## src/hdl/mcpt_pkg.sv

```systemverilog
// ----------------------------------------------------------------------------
// mcpt_pkg
// Shared types, constants and command/status structs of the MIDI clock
// position and tempo tracker.
// ----------------------------------------------------------------------------
package mcpt_pkg;

  localparam int PORTS     = 4;
  localparam int SAMPLES   = 7;
  localparam int PTR_W     = $clog2(SAMPLES);
  localparam int RING_N    = PORTS * SAMPLES;
  localparam int RING_AW   = $clog2(RING_N);
  localparam int WALK_END  = SAMPLES + 1;
  localparam int WCNT_W    = $clog2(WALK_END + 1);
  localparam int WEIGHT_W  = 7;
  localparam int ACC_W     = 32 + WEIGHT_W + 4;

  localparam logic [2:0] TICK_ARMED = 3'd7;
  localparam logic [2:0] TICK_LAST  = 3'd5;

  localparam logic [7:0] ST_CLOCK = 8'hf8;
  localparam logic [7:0] ST_START = 8'hfa;
  localparam logic [7:0] ST_SPP   = 8'hf2;

  localparam logic [3:0] CIN_SPP     = 4'd3;
  localparam logic [3:0] CIN_SINGLE  = 4'd5;
  localparam logic [3:0] CIN_BYTE    = 4'd15;

  localparam logic [1:0] REG_MONITOR = 2'd0;
  localparam logic [1:0] REG_TEMPO   = 2'd1;
  localparam logic [1:0] REG_MAXTICK = 2'd2;

  typedef logic [WEIGHT_W-1:0] weight_arr_t [SAMPLES-1];

  function automatic weight_arr_t gen_weights();
    weight_arr_t w;
    int          v;
    v = 100;
    for (int i = 0; i < SAMPLES - 1; i++) begin
      w[i] = WEIGHT_W'(v);
      v    = (v * 100) / 110;
    end
    return w;
  endfunction

  function automatic int weight_sum();
    int v;
    int s;
    v = 100;
    s = 0;
    for (int i = 0; i < SAMPLES - 1; i++) begin
      s = s + v;
      v = (v * 100) / 110;
    end
    return s;
  endfunction

  localparam weight_arr_t WEIGHTS = gen_weights();
  localparam int          NUM     = 25000 * weight_sum();
  localparam int          NUM_W   = $clog2(NUM + 1);
  localparam int          DCNT_W  = $clog2(NUM_W + 1);

  typedef struct packed {
    logic capture;
    logic exec;
    logic walk_step;
    logic div_start;
    logic div_step;
    logic load_out;
  } cmd_t;

  typedef struct packed {
    logic report;
    logic walk_done;
    logic div_done;
    logic out_free;
  } status_t;

  typedef enum logic [4:0] {
    S_IDLE = 5'b00001,
    S_EXEC = 5'b00010,
    S_WALK = 5'b00100,
    S_DIV  = 5'b01000,
    S_DONE = 5'b10000
  } state_e;

endpackage

```

## src/hdl/mcpt_if.sv

```systemverilog
// ----------------------------------------------------------------------------
// mcpt channel interfaces
// Packet input channel and report output channel, valid/ready handshake.
// ----------------------------------------------------------------------------
interface mcpt_in_if;
  logic        valid;
  logic        ready;
  logic [1:0]  port_slot;
  logic        port_tracked;
  logic [3:0]  packet_type;
  logic [7:0]  status_byte;
  logic [6:0]  data_low;
  logic [6:0]  data_high;
  logic [31:0] arrival_ms;
  modport source (output valid, port_slot, port_tracked, packet_type, status_byte,
                  data_low, data_high, arrival_ms, input ready);
  modport sink   (input valid, port_slot, port_tracked, packet_type, status_byte,
                  data_low, data_high, arrival_ms, output ready);
endinterface

interface mcpt_out_if;
  logic        valid;
  logic        ready;
  logic [1:0]  report_port;
  logic [31:0] measure_count;
  logic [1:0]  beat_in_measure;
  logic [1:0]  step_in_beat;
  logic        tempo_valid;
  logic [15:0] bpm_tenths;
  modport source (output valid, report_port, measure_count, beat_in_measure,
                  step_in_beat, tempo_valid, bpm_tenths, input ready);
  modport sink   (input valid, report_port, measure_count, beat_in_measure,
                  step_in_beat, tempo_valid, bpm_tenths, output ready);
endinterface

```

## src/hdl/midi_clock_position_tempo_tracker.sv

```systemverilog
// ----------------------------------------------------------------------------
// midi_clock_position_tempo_tracker
// Per-port MIDI clock song position and weighted tempo tracker.
//
// in_ch takes one USB-MIDI packet per transaction with its ms timestamp.
// out_ch gives one report per sixteenth boundary when tempo reports are on:
// port, measure, beat, step, tempo valid flag and tempo in tenths of BPM.
// The cfg port writes monitor enable, tempo enable and the tick limit.
// A packet with no report passes a capture step and an update step. A report
// adds a ring walk, a restoring division of one quotient bit per cycle and
// an output load step.
// One packet is in work at a time; the next packet is taken while a report
// waits in the output register. If the receiver stalls, a finished report
// holds the block in its load step until the register frees.
// Reset clears the position of every port, arms the tick counters, zeroes
// the timestamp ring and the configuration takes its reset values.
// ----------------------------------------------------------------------------
module midi_clock_position_tempo_tracker
  import mcpt_pkg::*;
(
  input  logic        clk_i,
  input  logic        rst_ni,
  mcpt_in_if.sink     in_ch,
  mcpt_out_if.source  out_ch,
  input  logic        cfg_we_i,
  input  logic [1:0]  cfg_idx_i,
  input  logic [15:0] cfg_data_i
);

  cmd_t    cmd;
  status_t st;

  mcpt_ctrl u_ctrl (
    .clk_i      (clk_i),
    .rst_ni     (rst_ni),
    .in_valid_i (in_ch.valid),
    .in_ready_o (in_ch.ready),
    .st_i       (st),
    .cmd_o      (cmd)
  );

  mcpt_dp u_dp (
    .clk_i        (clk_i),
    .rst_ni       (rst_ni),
    .cfg_we_i     (cfg_we_i),
    .cfg_idx_i    (cfg_idx_i),
    .cfg_data_i   (cfg_data_i),
    .cmd_i        (cmd),
    .st_o         (st),
    .in_slot_i    (in_ch.port_slot),
    .in_tracked_i (in_ch.port_tracked),
    .in_type_i    (in_ch.packet_type),
    .in_status_i  (in_ch.status_byte),
    .in_lo_i      (in_ch.data_low),
    .in_hi_i      (in_ch.data_high),
    .in_time_i    (in_ch.arrival_ms),
    .out_valid_o  (out_ch.valid),
    .out_ready_i  (out_ch.ready),
    .out_port_o   (out_ch.report_port),
    .out_meas_o   (out_ch.measure_count),
    .out_beat_o   (out_ch.beat_in_measure),
    .out_step_o   (out_ch.step_in_beat),
    .out_tvalid_o (out_ch.tempo_valid),
    .out_bpm_o    (out_ch.bpm_tenths)
  );

endmodule

```

## src/hdl/mcpt_ctrl.sv

```systemverilog
// ----------------------------------------------------------------------------
// mcpt_ctrl
// Controller: sequences capture, update, ring walk, division and output load.
// ----------------------------------------------------------------------------
module mcpt_ctrl
  import mcpt_pkg::*;
(
  input  logic    clk_i,
  input  logic    rst_ni,
  input  logic    in_valid_i,
  output logic    in_ready_o,
  input  status_t st_i,
  output cmd_t    cmd_o
);

  state_e state_q, state_d;

  always_comb begin
    state_d    = state_q;
    cmd_o      = '0;
    in_ready_o = 1'b0;
    case (state_q)
      S_IDLE: begin
        in_ready_o = 1'b1;
        if (in_valid_i) begin
          cmd_o.capture = 1'b1;
          state_d       = S_EXEC;
        end
      end
      S_EXEC: begin
        cmd_o.exec = 1'b1;
        state_d    = st_i.report ? S_WALK : S_IDLE;
      end
      S_WALK: begin
        if (st_i.walk_done) begin
          cmd_o.div_start = 1'b1;
          state_d         = S_DIV;
        end else begin
          cmd_o.walk_step = 1'b1;
        end
      end
      S_DIV: begin
        if (st_i.div_done) state_d = S_DONE;
        else cmd_o.div_step = 1'b1;
      end
      S_DONE: begin
        if (st_i.out_free) begin
          cmd_o.load_out = 1'b1;
          state_d        = S_IDLE;
        end
      end
      default: state_d = S_IDLE;
    endcase
  end

  always_ff @(posedge clk_i or negedge rst_ni) begin
    if (!rst_ni) state_q <= S_IDLE;
    else state_q <= state_d;
  end

endmodule

```

## src/hdl/mcpt_dp.sv

```systemverilog
// ----------------------------------------------------------------------------
// mcpt_dp
// Datapath: configuration, per-port position, timestamp ring, weighted sum,
// restoring divider and output register.
// ----------------------------------------------------------------------------
module mcpt_dp
  import mcpt_pkg::*;
(
  input  logic        clk_i,
  input  logic        rst_ni,
  input  logic        cfg_we_i,
  input  logic [1:0]  cfg_idx_i,
  input  logic [15:0] cfg_data_i,
  input  cmd_t        cmd_i,
  output status_t     st_o,
  input  logic [1:0]  in_slot_i,
  input  logic        in_tracked_i,
  input  logic [3:0]  in_type_i,
  input  logic [7:0]  in_status_i,
  input  logic [6:0]  in_lo_i,
  input  logic [6:0]  in_hi_i,
  input  logic [31:0] in_time_i,
  output logic        out_valid_o,
  input  logic        out_ready_i,
  output logic [1:0]  out_port_o,
  output logic [31:0] out_meas_o,
  output logic [1:0]  out_beat_o,
  output logic [1:0]  out_step_o,
  output logic        out_tvalid_o,
  output logic [15:0] out_bpm_o
);

  logic        mon_en_q, tempo_en_q;
  logic [15:0] max_tick_q;

  always_ff @(posedge clk_i or negedge rst_ni) begin
    if (!rst_ni) begin
      mon_en_q   <= 1'b0;
      tempo_en_q <= 1'b0;
      max_tick_q <= 16'd1000;
    end else if (cfg_we_i) begin
      case (cfg_idx_i)
        REG_MONITOR: mon_en_q   <= cfg_data_i[0];
        REG_TEMPO:   tempo_en_q <= cfg_data_i[0];
        REG_MAXTICK: max_tick_q <= cfg_data_i;
        default: ;
      endcase
    end
  end

  // captured packet
  logic [1:0]  slot_q;
  logic        tracked_q;
  logic [3:0]  type_q;
  logic [7:0]  status_q;
  logic [6:0]  lo_q, hi_q;
  logic [31:0] time_q;

  always_ff @(posedge clk_i) begin
    if (cmd_i.capture) begin
      slot_q    <= in_slot_i;
      tracked_q <= in_tracked_i;
      type_q    <= in_type_i;
      status_q  <= in_status_i;
      lo_q      <= in_lo_i;
      hi_q      <= in_hi_i;
      time_q    <= in_time_i;
    end
  end

  // per-port position
  logic [2:0]       tick_q [PORTS];
  logic [1:0]       step_q [PORTS];
  logic [1:0]       beat_q [PORTS];
  logic [31:0]      meas_q [PORTS];
  logic [PTR_W-1:0] rwi_q  [PORTS];
  logic [31:0]      ring_q [RING_N];

  logic             act, single, is_spp, is_start, is_clk;
  logic [13:0]      spp;
  logic [2:0]       nt;
  logic [1:0]       ns, nb;
  logic [31:0]      nm;
  logic [PTR_W-1:0] w_cur, w_nxt;
  logic [RING_AW-1:0] w_addr;

  always_comb begin
    act      = mon_en_q && tracked_q && (int'(slot_q) < PORTS);
    single   = (type_q == CIN_SINGLE) || (type_q == CIN_BYTE);
    is_spp   = (type_q == CIN_SPP) && (status_q == ST_SPP);
    is_start = single && (status_q == ST_START);
    is_clk   = single && (status_q == ST_CLOCK);
    spp      = {hi_q, lo_q};
    nt       = tick_q[slot_q];
    ns       = step_q[slot_q];
    nb       = beat_q[slot_q];
    nm       = meas_q[slot_q];
    if (is_spp) begin
      nt = TICK_ARMED;
      ns = spp[1:0];
      nb = spp[3:2];
      nm = {22'd0, spp[13:4]};
    end else if (is_start) begin
      nt = TICK_ARMED;
      ns = 2'd0;
      nb = 2'd0;
      nm = '0;
    end else if (is_clk) begin
      if (tick_q[slot_q] == TICK_ARMED) begin
        nt = 3'd0;
      end else if (tick_q[slot_q] >= TICK_LAST) begin
        nt = 3'd0;
        ns = step_q[slot_q] + 2'd1;
        if (step_q[slot_q] == 2'd3) begin
          nb = beat_q[slot_q] + 2'd1;
          if (beat_q[slot_q] == 2'd3) nm = meas_q[slot_q] + 32'd1;
        end
      end else begin
        nt = tick_q[slot_q] + 3'd1;
      end
    end
    w_cur  = rwi_q[slot_q];
    w_nxt  = (int'(w_cur) == SAMPLES - 1) ? '0 : w_cur + PTR_W'(1);
    w_addr = RING_AW'(RING_AW'(slot_q) * RING_AW'(SAMPLES)) + RING_AW'(w_cur);
  end

  always_ff @(posedge clk_i or negedge rst_ni) begin
    if (!rst_ni) begin
      for (int p = 0; p < PORTS; p++) begin
        tick_q[p] <= TICK_ARMED;
        step_q[p] <= '0;
        beat_q[p] <= '0;
        meas_q[p] <= '0;
        rwi_q[p]  <= '0;
      end
      for (int r = 0; r < RING_N; r++) ring_q[r] <= '0;
    end else if (cmd_i.exec && act) begin
      tick_q[slot_q] <= nt;
      step_q[slot_q] <= ns;
      beat_q[slot_q] <= nb;
      meas_q[slot_q] <= nm;
      if (is_clk) begin
        rwi_q[slot_q]  <= w_nxt;
        ring_q[w_addr] <= time_q;
      end
    end
  end

  // result fields held for the report
  logic [1:0]  res_port_q, res_step_q, res_beat_q;
  logic [31:0] res_meas_q;

  always_ff @(posedge clk_i) begin
    if (cmd_i.exec) begin
      res_port_q <= slot_q;
      res_step_q <= ns;
      res_beat_q <= nb;
      res_meas_q <= nm;
    end
  end

  // ring walk, oldest first
  logic [WCNT_W-1:0]  wcnt_q;
  logic [PTR_W-1:0]   ptr_q;
  logic [31:0]        rd_q, prev_q, delta;
  logic [ACC_W-1:0]   acc_q;
  logic               bad_q;
  logic [RING_AW-1:0] r_addr;
  logic [WEIGHT_W-1:0] wt;

  always_comb begin
    r_addr = RING_AW'(RING_AW'(res_port_q) * RING_AW'(SAMPLES)) + RING_AW'(ptr_q);
    delta  = rd_q - prev_q;
    wt     = (wcnt_q >= WCNT_W'(2)) ? WEIGHTS[PTR_W'(wcnt_q - WCNT_W'(2))] : '0;
  end

  always_ff @(posedge clk_i or negedge rst_ni) begin
    if (!rst_ni) begin
      wcnt_q <= '0;
    end else if (cmd_i.exec) begin
      wcnt_q <= '0;
    end else if (cmd_i.walk_step) begin
      wcnt_q <= wcnt_q + WCNT_W'(1);
    end
  end

  always_ff @(posedge clk_i) begin
    if (cmd_i.exec) begin
      ptr_q <= w_nxt;
      acc_q <= '0;
      bad_q <= 1'b0;
    end else if (cmd_i.walk_step) begin
      if (int'(wcnt_q) < SAMPLES) begin
        rd_q  <= ring_q[r_addr];
        ptr_q <= (int'(ptr_q) == SAMPLES - 1) ? '0 : ptr_q + PTR_W'(1);
      end
      if (wcnt_q >= WCNT_W'(1)) prev_q <= rd_q;
      if (wcnt_q >= WCNT_W'(2)) begin
        acc_q <= acc_q + ACC_W'(delta * wt);
        if (delta >= {16'd0, max_tick_q}) bad_q <= 1'b1;
      end
    end
  end

  // restoring divider, one quotient bit per cycle
  logic [DCNT_W-1:0] dcnt_q;
  logic [NUM_W-1:0]  num_q, quo_q;
  logic [NUM_W-1:0]  rem_q;
  logic [NUM_W:0]    trial;
  logic              ge;

  always_comb begin
    trial = {rem_q, num_q[NUM_W-1]};
    ge    = ACC_W'(trial) >= acc_q;
  end

  always_ff @(posedge clk_i or negedge rst_ni) begin
    if (!rst_ni) begin
      dcnt_q <= '0;
    end else if (cmd_i.div_start) begin
      dcnt_q <= DCNT_W'(NUM_W);
    end else if (cmd_i.div_step) begin
      dcnt_q <= dcnt_q - DCNT_W'(1);
    end
  end

  always_ff @(posedge clk_i) begin
    if (cmd_i.div_start) begin
      num_q <= NUM_W'(NUM);
      rem_q <= '0;
      quo_q <= '0;
    end else if (cmd_i.div_step) begin
      num_q <= {num_q[NUM_W-2:0], 1'b0};
      rem_q <= ge ? NUM_W'(ACC_W'(trial) - acc_q) : NUM_W'(trial);
      quo_q <= {quo_q[NUM_W-2:0], ge};
    end
  end

  // output register
  logic        out_valid_q;
  logic        tvalid;
  logic [15:0] bpm;

  always_comb begin
    tvalid = !bad_q && (acc_q != '0);
    if (!tvalid) bpm = '0;
    else if (quo_q > NUM_W'(16'hffff)) bpm = 16'hffff;
    else bpm = 16'(quo_q);
  end

  always_ff @(posedge clk_i or negedge rst_ni) begin
    if (!rst_ni) out_valid_q <= 1'b0;
    else if (cmd_i.load_out) out_valid_q <= 1'b1;
    else if (out_ready_i) out_valid_q <= 1'b0;
  end

  always_ff @(posedge clk_i) begin
    if (cmd_i.load_out) begin
      out_port_o   <= res_port_q;
      out_meas_o   <= res_meas_q;
      out_beat_o   <= res_beat_q;
      out_step_o   <= res_step_q;
      out_tvalid_o <= tvalid;
      out_bpm_o    <= bpm;
    end
  end

  assign out_valid_o      = out_valid_q;
  assign st_o.report      = act && is_clk && (nt == 3'd0) && tempo_en_q;
  assign st_o.walk_done   = (int'(wcnt_q) == WALK_END);
  assign st_o.div_done    = (dcnt_q == '0);
  assign st_o.out_free    = !out_valid_q || out_ready_i;

  a_load_free: assert property (@(posedge clk_i) disable iff (!rst_ni)
    cmd_i.load_out |-> (!out_valid_q || out_ready_i))
    else $error("output overwritten");
  a_bpm_zero: assert property (@(posedge clk_i) disable iff (!rst_ni)
    (out_valid_q && !out_tvalid_o) |-> (out_bpm_o == 16'd0))
    else $error("bpm nonzero on invalid tempo");
  a_walk_cnt: assert property (@(posedge clk_i) disable iff (!rst_ni)
    int'(wcnt_q) <= WALK_END)
    else $error("walk counter overrun");

endmodule

```

## src/flat_wrapper.sv

```systemverilog
// flat-port wrapper written by rule: the top's interface ports become plain ports
module midi_clock_position_tempo_tracker_flat import mcpt_pkg::*;
  (clk_i, rst_ni, cfg_we_i, cfg_idx_i, cfg_data_i, in_ch_valid, in_ch_port_slot, in_ch_port_tracked, in_ch_packet_type, in_ch_status_byte, in_ch_data_low, in_ch_data_high, in_ch_arrival_ms, in_ch_ready, out_ch_valid, out_ch_report_port, out_ch_measure_count, out_ch_beat_in_measure, out_ch_step_in_beat, out_ch_tempo_valid, out_ch_bpm_tenths, out_ch_ready);
  mcpt_in_if in_ch_i ();
  mcpt_out_if out_ch_i ();
  input  logic clk_i;
  input  logic rst_ni;
  input  logic cfg_we_i;
  input  logic [1:0] cfg_idx_i;
  input  logic [15:0] cfg_data_i;
  input wire logic [$bits(in_ch_i.valid)-1:0] in_ch_valid;
  input wire logic [$bits(in_ch_i.port_slot)-1:0] in_ch_port_slot;
  input wire logic [$bits(in_ch_i.port_tracked)-1:0] in_ch_port_tracked;
  input wire logic [$bits(in_ch_i.packet_type)-1:0] in_ch_packet_type;
  input wire logic [$bits(in_ch_i.status_byte)-1:0] in_ch_status_byte;
  input wire logic [$bits(in_ch_i.data_low)-1:0] in_ch_data_low;
  input wire logic [$bits(in_ch_i.data_high)-1:0] in_ch_data_high;
  input wire logic [$bits(in_ch_i.arrival_ms)-1:0] in_ch_arrival_ms;
  output wire logic [$bits(in_ch_i.ready)-1:0] in_ch_ready;
  output wire logic [$bits(out_ch_i.valid)-1:0] out_ch_valid;
  output wire logic [$bits(out_ch_i.report_port)-1:0] out_ch_report_port;
  output wire logic [$bits(out_ch_i.measure_count)-1:0] out_ch_measure_count;
  output wire logic [$bits(out_ch_i.beat_in_measure)-1:0] out_ch_beat_in_measure;
  output wire logic [$bits(out_ch_i.step_in_beat)-1:0] out_ch_step_in_beat;
  output wire logic [$bits(out_ch_i.tempo_valid)-1:0] out_ch_tempo_valid;
  output wire logic [$bits(out_ch_i.bpm_tenths)-1:0] out_ch_bpm_tenths;
  input wire logic [$bits(out_ch_i.ready)-1:0] out_ch_ready;
  assign in_ch_i.valid = in_ch_valid;
  assign in_ch_i.port_slot = in_ch_port_slot;
  assign in_ch_i.port_tracked = in_ch_port_tracked;
  assign in_ch_i.packet_type = in_ch_packet_type;
  assign in_ch_i.status_byte = in_ch_status_byte;
  assign in_ch_i.data_low = in_ch_data_low;
  assign in_ch_i.data_high = in_ch_data_high;
  assign in_ch_i.arrival_ms = in_ch_arrival_ms;
  assign in_ch_ready = in_ch_i.ready;
  assign out_ch_valid = out_ch_i.valid;
  assign out_ch_report_port = out_ch_i.report_port;
  assign out_ch_measure_count = out_ch_i.measure_count;
  assign out_ch_beat_in_measure = out_ch_i.beat_in_measure;
  assign out_ch_step_in_beat = out_ch_i.step_in_beat;
  assign out_ch_tempo_valid = out_ch_i.tempo_valid;
  assign out_ch_bpm_tenths = out_ch_i.bpm_tenths;
  assign out_ch_i.ready = out_ch_ready;
  midi_clock_position_tempo_tracker u_core (.clk_i(clk_i), .rst_ni(rst_ni), .in_ch(in_ch_i), .out_ch(out_ch_i), .cfg_we_i(cfg_we_i), .cfg_idx_i(cfg_idx_i), .cfg_data_i(cfg_data_i));
endmodule
```

## config.mk

```make
export PLATFORM = sky130hd
export DESIGN_NAME = midi_clock_position_tempo_tracker_flat
export DESIGN_NICKNAME = d
export VERILOG_FILES = /design/src/hdl/mcpt_pkg.sv /design/src/hdl/mcpt_if.sv /design/src/hdl/midi_clock_position_tempo_tracker.sv /design/src/hdl/mcpt_ctrl.sv /design/src/hdl/mcpt_dp.sv /design/src/flat_wrapper.sv
export SDC_FILE = /design/constraint.sdc
export NUM_CORES = 2
export LEC_CHECK = 0
export BUFFER_PORTS_ARGS = -buffer_cell sky130_fd_sc_hd__buf_2
export CAP_MARGIN = 40
export CORE_MARGIN = 2
export CORE_UTILIZATION = 60
export CTS_CLUSTER_DIAMETER = 150
export CTS_CLUSTER_SIZE = 25
export DETAILED_ROUTE_END_ITERATION = 8
export PLACE_DENSITY = 0.77
export SYNTH_ARGS = -nofsm -noshare
export SYNTH_HDL_FRONTEND = slang
export SYNTH_HIERARCHICAL = 1
export SYNTH_SLANG_ARGS = --single-unit
```

## constraint.sdc

```tcl
create_clock -name clk_i -period 10.8 [get_ports clk_i]
set_input_delay 0 -clock clk_i [delete_from_list [all_inputs] [get_ports clk_i]]
set_output_delay 0 -clock clk_i [all_outputs]
set_load 0.02 [all_outputs]
```

Word level (Yosys, flattened, before mapping)

Memory sizes are Yosys's and may differ from the RTL's.
Index checks and enable logic that the tools add are counted.

Memories kept: 1
ROM bits: 56
Logic and storage cells: 260
Bits in writable memories: 0
Latch bits: 0
Register bits after elaboration: 1,430
Bits of input ports: 84

Mux-type cells: 88
Equality and inequality tests: 23
$lt $le $gt $ge: 13
Reductions and logical operators: 33
Shift operators: 0
$add $sub $neg: 14
Bitwise operators: 5
Div/mod/pow operators: 0
$mul: 3

Memory list:

| memory           | depth | width | rd ports | clocked after Yosys merged registers in | wr ports | line           | text |
|---|---|---|---|---|---|---|---|
| (name not given) | 8     | 7     | 1        | 0                                       | 0        | mcpt_dp.sv:174 | `wt = (wcnt_q >= WCNT_W'(2)) ? WEIGHTS[PTR_W'(wcnt_q - WCNT_W'(2))] : '0;` |

Operators by type and width:

| cell                  | count |
|---|---|
| $bwmux 896            | 1 |
| $mux 32               | 13 |
| $bmux 32 s5           | 1 |
| $demux 32 s5          | 1 |
| $bwmux 128            | 1 |
| $bmux 32 s2           | 1 |
| $demux 32 s2          | 1 |
| $mux 3                | 16 |
| $add 43x39->43        | 1 |
| $ge 25x43->1          | 1 |
| $reduce_bool 43->1    | 1 |
| $mul 32x7->39         | 1 |
| $mux 2                | 17 |
| $add 32x1->32 const B | 1 |
| $ge 32x16->1          | 1 |
| $sub 32x32->32        | 1 |
| $mux 5                | 6 |
| $pmux 5 s5            | 1 |
| $bwmux 12             | 2 |
| $eq 8x8->1 const B    | 3 |
| $gt 24x16->1 const B  | 1 |
| $mux 24               | 1 |
| $sub 24x24->24        | 1 |
| $mux 7                | 3 |
| other kinds (51)      | 102 |

Longest topological paths before layout

Word-level depth: 15
Mapped depth: 33
Mapped depth without buffers: 33

Hierarchy

The synthesis kept the hierarchy.

Modules (own cells, without submodules):

| module    | times used | cells each | area an instance (µm²) | sequential area each (µm²) |
|---|---|---|---|---|
| mcpt_dp   | 1          | 5,615      | 72,510.8               | 36,227.2 |
| mcpt_ctrl | 1          | 44         | 384.1                  | 126.4 |

Worst setup path before layout

Ideal clock, no wire load.

Kind: register to register
From: register u_core.u_dp.rd_q[1]
To: register u_core.u_dp.acc_q[41]
Library setup time: 0.123 ns
Buffers on the path: 0
Arrival: 6.849 ns
Path slack: 3.828 ns
Stages on the path, launching flop included: 31
Data required time: 10.677 ns
Cell sequence: edfxtp_1 > ha_1 > nor2b_1 > o31a_1 > o311ai_2 > o2111ai_2 > a31oi_1 > o22ai_1 > o41ai_4 > o21bai_1 > a21oi_2 > xnor2_1 > nand2b_1 > fa_1 > inv_1 > fa_1 > fa_1 > inv_1 > fa_1 > inv_1 > ha_1 > a21oi_1 > nor2b_1 > o21ai_0 > nand2b_1 > a221oi_1 > inv_1 > o311a_1 > o21ai_1 > a21oi_1 > mux2_1

Cells in the longest elaborated chain, start to end: 3

RTL lines:

| item                   | line           | text |
|---|---|---|
| start, declared        | mcpt_dp.sv:165 | `logic [31:0] rd_q, prev_q, delta;` |
| start signal, assigned | mcpt_dp.sv:194 | `rd_q <= ring_q[r_addr];` |
| $sub 32x32->32         | mcpt_dp.sv:173 | `delta = rd_q - prev_q;` |
| $mul 32x7->39          | mcpt_dp.sv:199 | `acc_q <= acc_q + ACC_W'(delta * wt);` |
| $add 43x39->43         | mcpt_dp.sv:199 |  |
| end signal, assigned   | mcpt_dp.sv:199 |  |
| end, declared          | mcpt_dp.sv:166 | `logic [ACC_W-1:0] acc_q;` |

Every way passes these cells.
A chain may end at the register's enable or synchronous reset.

Worst setup path in the final report

From: register u_core.u_dp.rd_q[0]
To: register u_core.u_dp.acc_q[41]

The elaborated chain is that of the path after synthesis.

==> results.cfg <==
[pwr]
leakage_nw = 36.92
vdd_drop_max_mv = 0.2269
cellPowerDensity_nw_per_um2 = 132.7

[routing]
wl_met1_um = 71940
top_layer = met5
wl_met3_um = 8569
viasPerCell = 6.099
finalWirelength_um = 165400
drt_iter0_drc = 3340
vias = 44760
firstDrtPassIters = 5
routed-wl-met2_um = 79700
avgRoutedWirePerCell_um = 22.53
drc = 0
ant_nets = 0

[finish]
layout_common_cells = dfrtp_1, mux2_2, nand2_1
layout_commonest_cell = dfrtp_1
areaGrowthSynthToFinish_pct = 7.355
drive_gt1_frac = 0.2892
nets = 6126

[global_route]
antenna_found_initial = 6
grt_pass1_vias = 45870
gr-usage-all-layers = 0.2678
grt_max_degree = 193
gr-total-overflow = 0
grt_pass1_wl_um = 262400

[floorplan]
num_rows = 127
initial_utilization = 0.6060
die_w_um = 352.6
ios = 141
core-area_um2 = 120300
die_area_um2 = 124300
die_h_um = 352.6

[timing]
max_freq_mhz = 129.1
fin_crit_sh = 0.7173
slew_violations = 0
rsz0062_at_grt = false
min_period_ps = 7747
setup_tns_ps = 0
setup_violations = 0
clock_skew_ps = 34.62
timing.slew.headroom = 0.2570
worst_pin_slew_ps = 1114
hold_slack_ps = 30.97
finalHoldViolations = 0

[clocking]
root_buffer = clkbuf_16
cts_resized = 0
cts_tree = yes
htree_levels = 3
cts_inserted_buffers = 67
clk_pin_slew_ps = 110
clockBufferDepth = 3
clkLatencyLatePin_ps = 690
cts.sinks = 1430

[placement]
io_buffers = 140
gp_congestion = 0.9048
dp_hpwl_um = 102800

[flow_run]
maxCapViolCount = 0

[synthesis]
yosys_register_bits = 1430
synth_top_family_by_area = multiplexers
syn_area_per_cell_um2 = 12.88
postSynthCellCount = 5659
yosysWarningCount = 6
syn_area_um2 = 72890
synth_enable_flop_cells = 221
synth-simple-area-share = 0.06267
synthAdderAreaFrac = 0.08098
synth_nets = 6099
synth.distinct_cells = 95
synth_compound_area_frac = 0.05556
ys_seq_area_frac = 0.4987
ys.flop_type = dfrtp_1
synth_xor_xnor_area_share = 0.01394
ys_async_sr_fraction = 0.7671
muxShareOfSynthArea = 0.2464

[critical_path]
crit_type = reg -> reg
cp-end-kind = flip-flop
path_max_fanout = 7
cpMaxStageDelayCell = fa_1
critPathMaxStageDelay_ps = 540
arrival_ps = 8330
cp.required_ps = 11380
critPathLaunchType = flip-flop
path_common_cell = inv_1

[run_status]
status = completed

[hold_path]
hp-class = in -> reg
==> layer usage <==
layer | global-route usage | vias up
li1 | - | 19920
met1 | 0.3760 | 23350
met2 | 0.4376 | 1185
met3 | 0.03809 | 294
met4 | 0.08154 | 6
met5 | 0 | -
==> power breakdown <==
group	leakage [nW]	internal, mW	switching, mW
Sequential	18.2	5.57	0.174
Combinational	17.7	0.594	1.13
Clock	0.929	1.22	1.70
Total	36.9	7.38	3.00
==> through the flow <==
step           cells  total power, mW    util  area (um^2)  setup slack (ps)
3_5_place_dp    7121            7.554  0.6253        75210              3106
5_1_grt         7338            10.78  0.6505        78250              2562
3_3_place_gp    7109            7.510  0.6232        74970              3219
2_1_floorplan   5659            6.886       -        72890              3828
4_1_cts         7338            10.47  0.6505        78250              3071
6_report        7339            10.38  0.6506        78260              3053
==> worst max-delay path: cells and delay by family, from the launching register on <==
| kind | cells | cell delay [ps] |
|---|---|---|
| adders and majority gates | 7 | 2830 |
| AOI/OAI and AO/OA | 10 | 2590 |
| and+or+nand+nor | 5 | 640 |
| buffers and inverters | 7 | 460 |
| DFF | 1 | 400 |
| xor gates and xnor gates | 1 | 420 |
| muxes | 1 | 320 |
==> path summary, 6_finish.rpt <==
path	start	endpoint	slack [ps]	cells past startpoint
max reg2reg	u_core/u_dp/rd_q[0]	u_core/u_dp/acc_q[41]	3050	31
min	cfg_we_i	u_core/u_dp/max_tick_q[1]	30	4
min in group asynchronous	rst_ni	u_core/u_dp/ring_q[499]	420	3
max in group asynchronous	rst_ni	u_core/u_ctrl/state_q[4]	8240	5
min reg2reg	u_core/u_dp/res_meas_q[9]	u_core/u_dp/out_meas_o[9]	420	0
max	u_core/u_dp/rd_q[0]	u_core/u_dp/acc_q[41]	3050	31
==> cells in the mapped netlist, drive strengths merged (17+ instances only) <==
| master | n | area, um^2 |
|---|---|---|
| nand4 | 18 | 118.9 |
| a22oi | 41 | 307.8 |
| fa | 193 | 3864 |
| and2 | 28 | 175.2 |
| a21oi | 167 | 839.6 |
| ha | 163 | 2039 |
| or2 | 17 | 108.9 |
| o21a | 27 | 202.7 |
| nor4 | 22 | 137.6 |
| mux4 | 298 | 6711 |
| a211oi | 47 | 352.8 |
| nand2 | 450 | 1692 |
| dfxtp | 112 | 2242 |
| o21ai | 225 | 1126 |
| and3 | 20 | 130.1 |
| nand2b | 29 | 181.4 |
| clkbuf | 231 | 867.1 |
| xnor2 | 64 | 560.5 |
| mux2i | 55 | 550.5 |
| a21o | 59 | 442.9 |
| xor2 | 52 | 455.4 |
| inv | 404 | 1516 |
| dfstp | 19 | 499.2 |
| buf | 147 | 660.6 |
| nor2 | 296 | 1126 |
| dfrtp | 1078 | 26980 |
| nor3 | 40 | 232.7 |
| edfxtp | 221 | 6636 |
| mux2 | 950 | 10700 |
| nand3 | 35 | 187.7 |
==> registers in the layout, summed over array words and instances, names as in the netlist, 24 cells and up <==
register and count:
u_core/u_dp/quo_q 24, u_core/u_dp/out_meas_o 32, u_core/u_dp/rd_q 32, u_core/u_dp/time_q 32, u_core/u_dp/acc_q 43, u_core/u_dp/ring_q 896, u_core/u_dp/res_meas_q 32, u_core/u_dp/rem_q 24
u_core/u_dp/prev_q 32, u_core/u_dp/meas_q 128
==> cell families after synthesis <==
group           Yosys count
flops                  1430
mux                    1303
simple gates           1016
buf+inv                 782
compound gates          656
fa+ha+maj               356
xor+xnor                116
==> cell type report <==
type,instances,area (um^2)
diodes,1,2.502
clock buffers,104,1858
clock inverters,5,83.83
fillers,8851,42030
inverters,404,1518
multi-input cells,3447,33720
flip-flops and latches,1430,36350
well taps,1612,2017
repair buffers,336,2700
==> what timing repair did <==
action | in CTS | in global routing
buffers inserted | 0 | 0
hold buffers | 108 | 0
endpoints found under the hold margin | 202 | 0
No activity file was read; power rests on OpenSTA's default activity.
